$ cat config.mk
export PLATFORM = sky130hd
export DESIGN_NAME = lpkv_ctrl
export DESIGN_NICKNAME = d
export VERILOG_FILES = /design/src/linear_probing_key_value_table_macros.svh /design/src/lpkv_pkg.sv /design/src/lpkv_ctrl.sv
export SDC_FILE = /design/constraint.sdc
export NUM_CORES = 1
export LEC_CHECK = 0
export BUFFER_PORTS_ARGS = -buffer_cell sky130_fd_sc_hd__buf_2
export CORE_AREA = 2 2 39 41
export DETAILED_ROUTE_END_ITERATION = 7
export DIE_AREA = 0 0 41 43
export GPL_TIMING_DRIVEN = 1
export PLACE_DENSITY = 0.64
export SYNTH_ARGS = -nofsm -noshare
export SYNTH_HDL_FRONTEND = slang
export SYNTH_SLANG_ARGS = --single-unit
$ cat constraint.sdc
create_clock -name clock -period 3.68 [get_ports clock]
set_input_delay 0.552 -clock clock [delete_from_list [all_inputs] [get_ports clock]]
set_output_delay 0.552 -clock clock [all_outputs]
set_load 0.005 [all_outputs]
$ cat src/linear_probing_key_value_table_macros.svh
// Assertion macros for the linear probing key/value table.
`ifndef LINEAR_PROBING_KEY_VALUE_TABLE_MACROS_SVH
`define LINEAR_PROBING_KEY_VALUE_TABLE_MACROS_SVH
`ifndef SYNTHESIS
// same-cycle implication
`define LPKV_ASSERT_NOW(lbl, clk, rst, ante, cons) \
   lbl: assert property (@(posedge clk) disable iff (rst) (ante) |-> (cons)) \
      else $error("lpkv assertion failed");
// next-cycle implication
`define LPKV_ASSERT_NEXT(lbl, clk, rst, ante, cons) \
   lbl: assert property (@(posedge clk) disable iff (rst) (ante) |=> (cons)) \
      else $error("lpkv assertion failed");
`else
`define LPKV_ASSERT_NOW(lbl, clk, rst, ante, cons)
`define LPKV_ASSERT_NEXT(lbl, clk, rst, ante, cons)
`endif
`endif

$ cat src/lpkv_pkg.sv
// Package: shared types and codes of the linear probing key/value table.
`timescale 1ns / 1ps
package lpkv_pkg;

   localparam int KEY_W  = 64;
   localparam int VAL_W  = 64;
   localparam int SIZE_W = 11;
   localparam logic [SIZE_W-1:0] SIZE_RESET = 11'd1024;

   typedef enum logic [1:0] {
      ACT_ALLOC    = 2'd0,
      ACT_RETRIEVE = 2'd1,
      ACT_DEALLOC  = 2'd2,
      ACT_NOP      = 2'd3
   } action_type;

   typedef enum logic [1:0] {
      ST_DONE      = 2'd0,
      ST_FOUND     = 2'd1,
      ST_NOT_FOUND = 2'd2,
      ST_FULL      = 2'd3
   } status_type;

   typedef enum logic [2:0] {
      S_CLEAR,
      S_IDLE,
      S_HASH,
      S_MOD,
      S_PROBE_RD,
      S_PROBE_CHK,
      S_RESP
   } state_type;

   // controller to datapath
   typedef struct packed {
      logic       clr_wr;
      logic       accept;
      logic       hash_step;
      logic       mod_step;
      logic       probe_start;
      logic       probe_rd;
      logic       probe_next;
      logic       wr_entry;
      logic       wr_unused;
      logic       key_advance;
      logic       status_we;
      status_type status_code;
      logic       rsp_load;
   } ctrl_cmd_type;

   // datapath to controller
   typedef struct packed {
      logic       clr_last;
      logic       hash_last;
      logic       mod_last;
      logic       slot_used;
      logic       key_match;
      logic       sweep_last;
      logic       rsp_free;
      action_type action;
   } dp_status_type;

endpackage

$ cat src/lpkv_ctrl.sv
// Controller: sequences clear pass, hash, modulo, probing and response.
`timescale 1ns / 1ps
module lpkv_ctrl
   import lpkv_pkg::*;
(
   input  logic          clock,
   input  logic          reset,
   input  logic          req_valid,
   output logic          req_ready,
   input  dp_status_type dp_st,
   output ctrl_cmd_type  cmd
);

   state_type state_ff, state_in;

   // state register
   always_ff @(posedge clock) begin
      if (reset) begin
         state_ff <= S_CLEAR;
      end else begin
         state_ff <= state_in;
      end
   end

   // next state and commands
   always_comb begin
      state_in        = state_ff;
      cmd             = '0;
      cmd.status_code = ST_DONE;
      req_ready       = 1'b0;
      unique case (state_ff)
         S_CLEAR: begin
            cmd.clr_wr = 1'b1;
            if (dp_st.clr_last) begin
               state_in = S_IDLE;
            end
         end
         S_IDLE: begin
            req_ready = 1'b1;
            if (req_valid) begin
               cmd.accept = 1'b1;
               state_in   = S_HASH;
            end
         end
         S_HASH: begin
            if (dp_st.action == ACT_NOP) begin
               cmd.status_we   = 1'b1;
               cmd.status_code = ST_DONE;
               state_in        = S_RESP;
            end else begin
               cmd.hash_step = 1'b1;
               if (dp_st.hash_last) begin
                  state_in = S_MOD;
               end
            end
         end
         S_MOD: begin
            cmd.mod_step = 1'b1;
            if (dp_st.mod_last) begin
               cmd.probe_start = 1'b1;
               state_in        = S_PROBE_RD;
            end
         end
         S_PROBE_RD: begin
            cmd.probe_rd = 1'b1;
            state_in     = S_PROBE_CHK;
         end
         S_PROBE_CHK: begin
            state_in      = S_RESP;
            cmd.status_we = 1'b1;
            if (dp_st.action == ACT_ALLOC) begin
               if (!dp_st.slot_used || dp_st.key_match) begin
                  cmd.wr_entry    = 1'b1;
                  cmd.key_advance = 1'b1;
                  cmd.status_code = ST_DONE;
               end else if (dp_st.sweep_last) begin
                  cmd.status_code = ST_FULL;
               end else begin
                  cmd.status_we  = 1'b0;
                  cmd.probe_next = 1'b1;
                  state_in       = S_PROBE_RD;
               end
            end else begin
               if (!dp_st.slot_used) begin
                  cmd.status_code = ST_NOT_FOUND;
               end else if (dp_st.key_match) begin
                  if (dp_st.action == ACT_RETRIEVE) begin
                     cmd.status_code = ST_FOUND;
                  end else begin
                     cmd.wr_unused   = 1'b1;
                     cmd.status_code = ST_DONE;
                  end
               end else if (dp_st.sweep_last) begin
                  cmd.status_code = ST_NOT_FOUND;
               end else begin
                  cmd.status_we  = 1'b0;
                  cmd.probe_next = 1'b1;
                  state_in       = S_PROBE_RD;
               end
            end
         end
         S_RESP: begin
            if (dp_st.rsp_free) begin
               cmd.rsp_load = 1'b1;
               state_in     = S_IDLE;
            end
         end
         default: begin
            state_in = S_CLEAR;
         end
      endcase
   end

endmodule

* After elaboration in Yosys (flattened, before gate mapping)
Cells that the tools add are included.
** Storage, ports and cells
- Register bits after elaboration :: 3
- Word-level logic and storage cells :: 67
- Output and inout bits :: 15
** Operators by class
- Reduce and logical (&&, ||, !) cells :: 5
- Multiplexer cells :: 48
- Equal/unequal tests :: 13
** Operator list (count)
- $mux 3 :: 11
- $mux 1 :: 26
- $pmux 3 s7 :: 1
- $mux 2 :: 8
- $eq 3x3->1 const B :: 3
- $ne 2x2->1 const B :: 4
- $eq 3x2->1 const B :: 2
- $pmux 3 s2 :: 1
- $reduce_and 5->1 :: 1
- $mux 4 :: 1
- $eq 3x1->1 const B :: 1
- $logic_not 3->1 :: 1
- $ne 3x3->1 const B :: 1
- $eq 2x1->1 const B :: 1
- $eq 2x2->1 const B :: 1
- $logic_not 2->1 :: 1
- $logic_not 1->1 :: 1
- $logic_or 1x1->1 :: 1

* Logic depth before layout (Yosys ltp)
Gate-level depths: netlist of run 1.
- Word-level depth :: 6
- Gate-level depth with buffers :: 5

* Worst setup path after synthesis of run 1
No wires, ideal clock.
- Kind :: reg2out
- Start point :: reg state_ff[0]
- End point :: out cmd[6] in the netlist's numbering
- Cell stages (with the launch flop) :: 6
- Path slack :: 1.608 ns
- Arrival :: 1.520 ns
- Data required time :: 3.128 ns
- Cell sequence :: dfxtp_1 > buf_2 > clkbuf_1 > nand2_1 > a2111oi_0 > buf_4
** RTL lines
- start, declared :: RTL line lpkv_ctrl.sv:14 : state_type state_ff, state_in;
- start signal, assigned :: RTL line lpkv_ctrl.sv:21 : state_ff <= state_in;
- end, declared :: RTL line lpkv_ctrl.sv:11 : output ctrl_cmd_type cmd

==> results.sh, run 1 <==
export IMPL_reg_largest_list="state_ff: 3 flops"
export IMPL_synth_top_cell_area_share_pct=15.0
export IMPL_synth_top_area_cell="dfxtp_1"
export IMPL_diodes=0
export IMPL_clk_insertion_delay_late_ns=0.24
export IMPL_status="finished, final reports clean"
export IMPL_powerDensity_nw_per_um2=506
export IMPL_synth_seq_cells=3
export IMPL_cts_resized=0
export IMPL_endpoint_kind="output port"
export IMPL_grt_pass1_vias=366
export IMPL_maxSlewViolCount=0
export IMPL_grt_first_pass_wirelength_mm=1.41
export IMPL_cts_tree="yes"
export IMPL_hold_class="input port to flip-flop"
export IMPL_start_util_pct=28.9
export IMPL_layout_drive_gt1_share_pct=39.5
export IMPL_htreeDepth=1
export IMPL_crit_type="flip-flop to output port"
export IMPL_largest_reg_flops=3
export IMPL_final_period_utilization_pct=60.1
export IMPL_path_cells="nand2_1 -> a2111oi_0 -> buf_2"
export IMPL_num_io_pins=27
export IMPL_drcViolationCount=0
export IMPL_die_h_um=43
export IMPL_hold_viol_final=0
export IMPL_regMostFlops="state_ff"
export IMPL_async_flop_share_pct=0
export IMPL_drtIter0Drc=11
export IMPL_fin_nets=94
export IMPL_cts_sinks=3
export IMPL_first_pass_iters=4
export IMPL_synth_distinct_cells=31
export IMPL_dpl_cell_area_um2=523
export IMPL_grt_antenna_before_repair=0
export IMPL_fp_row_count=14
export IMPL_dpl_hpwl_um=783
export IMPL_cts_setup_buffers=0
export IMPL_ctsLongestPathBuffers=2
export IMPL_cp_slowest_stage_delay_ns=0.61
export IMPL_critPathTopFamily="flip-flops"
export IMPL_crit_buf_inv=1
export IMPL_gp_congestion=0.820
export IMPL_rsz0062_at_grt="no"
export IMPL_critPathMaxFanout=18
export IMPL_critPathArrivalTime_ns=1.66
export IMPL_ys_warn_count=0
export IMPL_finalCriticalPeriod_ns=2.21
export IMPL_finalPower_mw=0.278
export IMPL_cp_slowest_cell="dfxtp_1"
export IMPL_die_area_um2=1760
export IMPL_ys_top_cells_by_area="dfxtp_1 (15%), and3_1 (6.3%), nor3b_1 (5.6%)"
export IMPL_tightest_slew_ns=0.452
export IMPL_max_vdd_ir_drop_v=0.000220
export IMPL_grt_overflow=0
export IMPL_grt_max_degree=19
export IMPL_setup_tns_ns=0
export IMPL_cts_root_buf="clkbuf_4"
export IMPL_cp_start_kind="flip-flop"
export IMPL_reg2reg_slack_ns=1.92
export IMPL_drv_cap=0
export IMPL_grt_total_usage_pct=11.5
export IMPL_coreArea_um2=1380
export IMPL_num_vias=477
export IMPL_vias_per_cell=4.92
export IMPL_finClkSkew_ns=0.00619
export IMPL_syn_avg_cell_area_um2=7.28
export IMPL_synth_edf_count=0
export IMPL_portBuffers=26
export IMPL_slew_headroom_pct=69.1
export IMPL_synth_cell_area_um2=400
export IMPL_clkTransAtPathRegs_ns=0.04
export IMPL_final_area_um2=549
export IMPL_p_leak_nw=0.305
export IMPL_ys_seq_area_share_pct=15.0
export IMPL_final_antenna_net_count=0
export IMPL_drt_wl_total_mm=1.00
export IMPL_syn_inst=55
export IMPL_final_setup_viol_count=0
export IMPL_critPathRequiredTime_ns=3.13
export IMPL_final_cells=97
export IMPL_max_freq_mhz=452
export IMPL_cts_buffers=3
export IMPL_wl_per_cell_um=10.3
export IMPL_setup_slack_ns=1.47
export IMPL_post_place_ws_ns=1.71
export IMPL_die_w_um=41
export IMPL_dp_cells=93
export IMPL_ys_flop_type="dfxtp_1"
export IMPL_areaGrowthSynthToFinish_pct=37.2
export IMPL_syn_num_nets=67
export IMPL_ctsHoldBuffers=0
export IMPL_fillCellCount=156
==> synthesized netlist by cell type, drive strengths merged (2+ instances only) <==
library cell	number
inv	5
a211oi	2
and2	3
a21oi	2
nor2	3
nor2b	3
dfxtp	3
nor3	3
nand2	4
and3	4
buf	3
nor3b	3
==> final timing paths <==
kind,startpoint,cells after the start,endpoint
max,state_ff[0],3,cmd[4]
min,reset,2,state_ff[2]
max reg2reg,state_ff[0],4,state_ff[0]
min reg2reg,state_ff[1],3,state_ff[2]
==> layer usage <==
metal | vias to the layer above | wire (µm) | track usage [%]
li1 | 251 | - | -
met1 | 201 | 476 | 16.0
met2 | 22 | 410 | 15.6
met3 | 3 | 95 | 3.14
met4 | 0 | 18 | 6.00
met5 | - | 0 | 0
==> through the flow <==
stage          util (%)  hold WS, ns
3_5_place_dp       37.8        0.646
2_1_floorplan         -        0.573
5_1_grt            39.7        0.517
4_1_cts            39.7        0.518
3_3_place_gp       37.8        0.637
6_report           39.7        0.514
==> logic make-up after synthesis <==
family                 Yosys count  synth area share [%]
AOI/OAI and AO/OA               10                  18.4
buffers and inverters            9                  11.6
and+or+nand+nor                 31                  49.7
muxes                            2                  5.31
DFF                              3                  15.0
==> power breakdown <==
group,leakage (nW),internal [mW],switching (mW),total (mW)
combinational,0.265,0.0784,0.0620,0.140
clock,0.0150,0.0408,0.0197,0.0605
sequential,0.0247,0.0446,0.0324,0.0770
==> cell type report <==
type	instances	area, µm²	area share, %
Inverter	5	18.8	3.42
Clock buffer	4	26.3	4.78
Multi-Input combinational cell	43	294	53.5
Tap cell	16	20.0	3.64
Timing Repair Buffer	26	130	23.7
Sequential cell	3	60.1	10.9
==> placed cells by master, fill, tap and decap left out <==
cell	instances
buf_2	26
inv_1	5
and3_1	4
nand2_1	4
nor2b_1	3
and2_1	3
nor3b_1	3
nor2_1	3
nor3_1	3
clkbuf_4	3
dfxtp_1	3
a211oi_1	2
a21oi_1	2
and2b_1	1
or3b_4	1
o2bb2ai_1	1
nand2b_1	1
a2111oi_0	1
nor4_1	1
and4b_1	1
o21ai_1	1
or3_4	1
mux2i_1	1
nand3_2	1
mux2_1	1
or4b_1	1
o21a_1	1
o2111ai_1	1
o311a_1	1
clkbuf_1	1
(Power assumes the default switching activity.)
==> inputs of run 2 (changes only) <==
--- a/config.mk
+++ b/config.mk
@@ -5,12 +5,13 @@
 export SDC_FILE = /design/constraint.sdc
 export NUM_CORES = 1
 export LEC_CHECK = 0
+export ABC_AREA = 1
 export BUFFER_PORTS_ARGS = -buffer_cell sky130_fd_sc_hd__buf_2
 export CORE_AREA = 2 2 39 41
 export DETAILED_ROUTE_END_ITERATION = 7
 export DIE_AREA = 0 0 41 43
 export GPL_TIMING_DRIVEN = 1
-export PLACE_DENSITY = 0.64
+export PLACE_DENSITY = 0.7
 export SYNTH_ARGS = -nofsm -noshare
 export SYNTH_HDL_FRONTEND = slang
 export SYNTH_SLANG_ARGS = --single-unit
==> constraint.sdc (replaced) <==
create_clock -name clock -period 2.17 [get_ports clock]
set_input_delay 0.3255 -clock clock [delete_from_list [all_inputs] [get_ports clock]]
set_output_delay 0.3255 -clock clock [all_outputs]
set_load 0.005 [all_outputs]
==> results.sh, run 2 <==
export IMPL_grt_first_pass_wirelength_mm=1.75
export IMPL_reg_largest_list="state_ff: 3 flops"
export IMPL_portBuffers=26
export IMPL_regMostFlops="state_ff"
export IMPL_syn_avg_cell_area_um2=6.13
export IMPL_pwr_share_seq_pct=23.8
export IMPL_ctsLongestPathBuffers=2
export IMPL_powerDensity_nw_per_um2=1130
export IMPL_fillCellCount=156
export IMPL_drtIter0Drc=1
export IMPL_grt_pass1_vias=446
export IMPL_ctsHoldBuffers=0
export IMPL_p_leak_nw=0.392
export IMPL_diodes=0
export IMPL_grt_antenna_before_repair=0
export IMPL_htreeDepth=1
export IMPL_tightest_slew_ns=0.485
export IMPL_max_freq_mhz=574
export IMPL_ys_seq_area_share_pct=12.7
export IMPL_synth_distinct_cells=23
export IMPL_rsz0062_at_grt="no"
export IMPL_cp_start_kind="flip-flop"
export IMPL_drt_wl_total_mm=1.02
export IMPL_synth_edf_count=0
export IMPL_ys_flop_type="dfxtp_1"
export IMPL_layout_drive_gt1_share_pct=44.2
export IMPL_endpoint_kind="output port"
export IMPL_cp_slowest_cell="dfxtp_1"
export IMPL_die_area_um2=1760
export IMPL_seqCellArea_um2=60.1
export IMPL_switchingPower_mw=0.366
export IMPL_dp_cells=116
export IMPL_cts_root_buf="clkbuf_4"
export IMPL_fin_nets=117
export IMPL_clk_insertion_delay_late_ns=0.23
export IMPL_synth_most_common_cell="nand2_1"
export IMPL_cts_setup_buffers=0
export IMPL_critPathTopFamily="flip-flops"
export IMPL_gp_congestion=0.763
export IMPL_layout_commonest_cell="buf_2"
export IMPL_first_pass_iters=2
export IMPL_fp_row_count=14
export IMPL_final_cells=120
export IMPL_hold_viol_final=0
export IMPL_die_h_um=43
export IMPL_wl_per_cell_um=8.48
export IMPL_dpl_hpwl_um=853
export IMPL_cts_resized=0
export IMPL_power_internal_mw=0.335
export IMPL_critPathArrivalTime_ns=1.42
export IMPL_final_cell_mix="buf_2 (26), nand2_1 (16), inv_1 (12), nor2_1 (10), nand3_1 (5)"
export IMPL_num_io_pins=27
export IMPL_areaGrowthSynthToFinish_pct=31.0
export IMPL_final_period_utilization_pct=80.3
export IMPL_path_cells="nand2_1 -> nor4_1 -> buf_2"
export IMPL_num_vias=556
export IMPL_finalCriticalPeriod_ns=1.74
export IMPL_crit_type="flip-flop to output port"
export IMPL_ys_warn_count=0
export IMPL_combPwrFrac_pct=62.1
export IMPL_finalPower_mw=0.701
export IMPL_grt_overflow=0
export IMPL_swShare_pct=52.2
export IMPL_whs_ns=0.358
export IMPL_maxSlewViolCount=0
export IMPL_syn_num_nets=89
export IMPL_setup_tns_ns=0
export IMPL_clkTransAtPathRegs_ns=0.04
export IMPL_grt_max_degree=9
export IMPL_syn_inst=77
export IMPL_vias_per_cell=4.63
export IMPL_drv_cap=0
export IMPL_final_setup_viol_count=0
export IMPL_max_vdd_ir_drop_v=0.000394
export IMPL_multi_input_area_um2=320
export IMPL_critPathMaxFanout=8
export IMPL_cts_sinks=3
export IMPL_status="finished, final reports clean"
export IMPL_synth_cell_area_um2=472
export IMPL_cts_tree="yes"
export IMPL_start_util_pct=34.1
export IMPL_slew_headroom_pct=67.6
export IMPL_cp_slowest_stage_delay_ns=0.60
export IMPL_ys_top_cells_by_area="dfxtp_1 (13%), nand2_1 (13%), inv_1 (9.5%)"
export IMPL_largest_reg_flops=3
export IMPL_cts_buffers=3
export IMPL_synth_top_area_cell="dfxtp_1"
export IMPL_dpl_cell_area_um2=592
export IMPL_finClkSkew_ns=0.00215
export IMPL_critPathRequiredTime_ns=1.84
export IMPL_async_flop_share_pct=0
export IMPL_synth_seq_cells=3
export IMPL_pwr_share_clk_pct=14.1
export IMPL_final_area_um2=618
export IMPL_ys_top_cells_by_count="nand2_1 (16), inv_1 (12), nor2_1 (10)"
export IMPL_synth_top_cell_area_share_pct=12.7
export IMPL_hold_class="input port to flip-flop"
export IMPL_grt_total_usage_pct=13.7
export IMPL_die_w_um=41
export IMPL_crit_buf_inv=1
export IMPL_coreArea_um2=1380
export IMPL_final_antenna_net_count=0
export IMPL_drcViolationCount=0
## run 2: cell count changes after synthesis, sizes merged, moves of 2 or more
cell,previous run,this run
and3,4,0
and2,3,0
inv,5,15
nand2,4,20
nor3,3,1
nor3b,3,1
nor2b,3,0
nand3,1,8
nor2,3,16
## run 2: power groups by stage
stage / Combinational (mW) / Clock [mW] / Sequential (mW)
final: 0.435 / 0.0990 / 0.167
after global routing: 0.506 / 0.106 / 0.173
after CTS: 0.443 / 0.102 / 0.168
after detailed placement: 0.442 / 0 / 0.169
after global placement: 0.435 / 0 / 0.167
after floorplan: 0.428 / 0 / 0.101
## run 2: per-stage QoR
stage / util [%] / setup WS (ns)
finish: 44.7 / 0.427
global route: 44.7 / 0.297
CTS: 44.7 / 0.384
detailed placement: 42.8 / 0.639
global placement: 42.8 / 0.592
floorplan: - / 0.686
## run 2: tightest hold or removal path: cells and delay by family
kind / cells / cell delay (ns)
simple gates: 2 / 0.09
buf+inv: 2 / 0.13
## run 2: path summary, 6_finish.rpt
kind            endpoint  slack (ns)  cells after the start         from
max               cmd[4]        0.43                      3  state_ff[2]
max reg2reg  state_ff[1]        0.79                      7  state_ff[1]
min          state_ff[2]        0.36                      4        reset
min reg2reg  state_ff[2]        0.71                      2  state_ff[2]
## run 2: routing by layer
layer  part of all wire, %  global-route usage [%]
met5                     0                       0
met1                    44                    17.3
met4                   1.7                    6.00
met2                    46                    23.1
met3                   7.4                       0
## run 2: logic make-up (layout without fill, tap and decap cells)
logic type / after synthesis / count (layout) / synth area share, %
buffers and inverters: 18 / 45 / 19.4
AO/OA/AOI/OAI: 7 / 7 / 8.22
AND/OR/NAND/NOR: 49 / 49 / 59.7
flip-flops: 3 / 3 / 12.7
## run 2: layout make-up
cell class	instances	share of cell area, %
tap	16	3.24
inverter	15	9.92
multi-input combinational	56	51.8
sequential	3	9.72
timing repair buffer	26	21.1
clock buffer	4	4.25
==> inputs of run 3 (changes only) <==
==> constraint.sdc (replaced) <==
create_clock -name clock -period 1.7 [get_ports clock]
set_input_delay 0.255 -clock clock [delete_from_list [all_inputs] [get_ports clock]]
set_output_delay 0.255 -clock clock [all_outputs]
set_load 0.005 [all_outputs]
==> results.sh, run 3 (same netlist as run 2, synthesis figures left out) <==
export IMPL_status="finished, final reports clean"
export IMPL_clk_insertion_delay_late_ns=0.23
export IMPL_dp_cells=117
export IMPL_portBuffers=26
export IMPL_drtIter0Drc=4
export IMPL_cp_start_kind="flip-flop"
export IMPL_num_vias=552
export IMPL_drcViolationCount=0
export IMPL_cp_slowest_cell="dfxtp_1"
export IMPL_tightest_slew_ns=0.282
export IMPL_maxSlewViolCount=0
export IMPL_start_util_pct=34.1
export IMPL_dpl_hpwl_um=906
export IMPL_final_antenna_net_count=0
export IMPL_final_cells=121
export IMPL_grt_antenna_before_repair=0
export IMPL_final_period_utilization_pct=94.0
export IMPL_final_area_um2=634
export IMPL_diodes=0
export IMPL_fp_row_count=14
export IMPL_fin_nets=118
export IMPL_largest_reg_flops=3
export IMPL_drt_wl_total_mm=1.09
export IMPL_hold_viol_final=0
export IMPL_grt_total_usage_pct=14.6
export IMPL_reg2reg_depth=8
export IMPL_finalCriticalPeriod_ns=1.60
export IMPL_setup_slack_ns=0.102
export IMPL_finalPower_mw=0.927
export IMPL_worst_r2r_startpoint="state_ff[2]"
export IMPL_slew_headroom_pct=81.2
export IMPL_critPathRequiredTime_ns=1.44
export IMPL_grt_max_degree=9
export IMPL_critPathArrivalTime_ns=1.34
export IMPL_hold_end="state_ff[2]"
export IMPL_die_area_um2=1760
export IMPL_fin_util_pct=45.8
export IMPL_endpoint_kind="output port"
export IMPL_cts_sinks=3
export IMPL_critPathMaxFanout=7
export IMPL_final_cell_mix="buf_2 (26), nand2_1 (16), inv_1 (12), nor2_1 (10), nand3_1 (5)"
export IMPL_layout_commonest_cell="buf_2"
export IMPL_seqCellArea_um2=62.6
export IMPL_reg2reg_slack_ns=0.34
export IMPL_cts_buffers=3
export IMPL_grt_pass1_vias=503
export IMPL_cts_setup_buffers=0
export IMPL_die_w_um=41
export IMPL_p_leak_nw=0.398
export IMPL_whs_ns=0.283
export IMPL_crit_type="flip-flop to output port"
export IMPL_wl_per_cell_um=9.02
export IMPL_hold_path_depth=4
export IMPL_coreArea_um2=1380
export IMPL_grt_first_pass_wirelength_mm=1.82
export IMPL_drv_cap=0
export IMPL_hold_class="input port to flip-flop"
export IMPL_ctsLongestPathBuffers=2
export IMPL_cts_resized=0
export IMPL_multi_input_area_um2=327
export IMPL_grt_overflow=0
export IMPL_clkTransAtPathRegs_ns=0.04
export IMPL_powerDensity_nw_per_um2=1460
export IMPL_vias_per_cell=4.56
export IMPL_rsz0062_at_grt="no"
export IMPL_final_setup_viol_count=0
export IMPL_setup_tns_ns=0
export IMPL_num_io_pins=27
export IMPL_gp_congestion=0.775
export IMPL_max_vdd_ir_drop_v=0.000469
export IMPL_first_pass_iters=4
export IMPL_cp_slowest_stage_delay_ns=0.47
export IMPL_areaGrowthSynthToFinish_pct=34.5
export IMPL_reg_largest_list="state_ff: 3 flops"
export IMPL_htreeDepth=1
export IMPL_path_cells="buf_4 -> inv_6 -> nor4_1 -> buf_2"
export IMPL_dpl_cell_area_um2=599
export IMPL_regMostFlops="state_ff"
export IMPL_ctsHoldBuffers=0
export IMPL_post_place_ws_ns=0.281
export IMPL_cts_tree="yes"
export IMPL_cts_root_buf="clkbuf_4"
export IMPL_fillCellCount=153
export IMPL_r2r_end="state_ff[1]"
export IMPL_max_freq_mhz=626
export IMPL_worstHoldStart="reset"
export IMPL_finClkSkew_ns=0.000787
export IMPL_layout_drive_gt1_share_pct=47.6
export IMPL_die_h_um=43
run 3: cell count changes in the layout (fill, tap and decap cells not counted):
| cell | change |
|---|---|
| buf_4 | +1 |
| dfxtp_1 | -2 |
| dfxtp_2 | +2 |
| nor4_1 | -1 |
| nor4_2 | +1 |
run 3: power breakdown:
part           switching (mW)  total [mW]  leakage (nW)  internal, mW
clock network          0.0352       0.123        0.0150        0.0879
registers              0.0890       0.201        0.0255         0.112
logic                   0.355       0.603         0.357         0.248
run 3: cell type report:
| class | instances | area share, % |
|---|---|---|
| clock buffer | 4 | 4.14 |
| inverter | 15 | 9.66 |
| multi-input combinational | 56 | 51.5 |
| sequential | 3 | 9.86 |
| tap | 16 | 3.16 |
| timing repair buffer | 27 | 21.7 |
run 3: critical path, delay by kind of cell (launching register included):
kind / cells / cell delay [ns]
DFF: 1 / 0.47
and+or+nand+nor: 1 / 0.22
buffers and inverters: 3 / 0.42
run 3: worst max-delay path by stage:
stage	start	slack [ns]	cells past startpoint	end
2_1_floorplan	state_ff[0]	0.29	5	cmd[6]
3_3_place_gp	state_ff[0]	0.32	5	cmd[6]
3_5_place_dp	state_ff[0]	0.28	5	cmd[6]
4_1_cts	state_ff[0]	0.02	5	cmd[4]
5_1_grt	state_ff[2]	0.005	4	cmd[0]
6_report	state_ff[2]	0.10	4	cmd[0]
run 3: layer usage:
layer	track usage (%)	routed length, µm	vias to the layer above
met5	0	0	-
met4	6.00	0	0
met3	1.57	79	0
met2	25.6	522	23
met1	16.6	490	233
li1	-	-	296
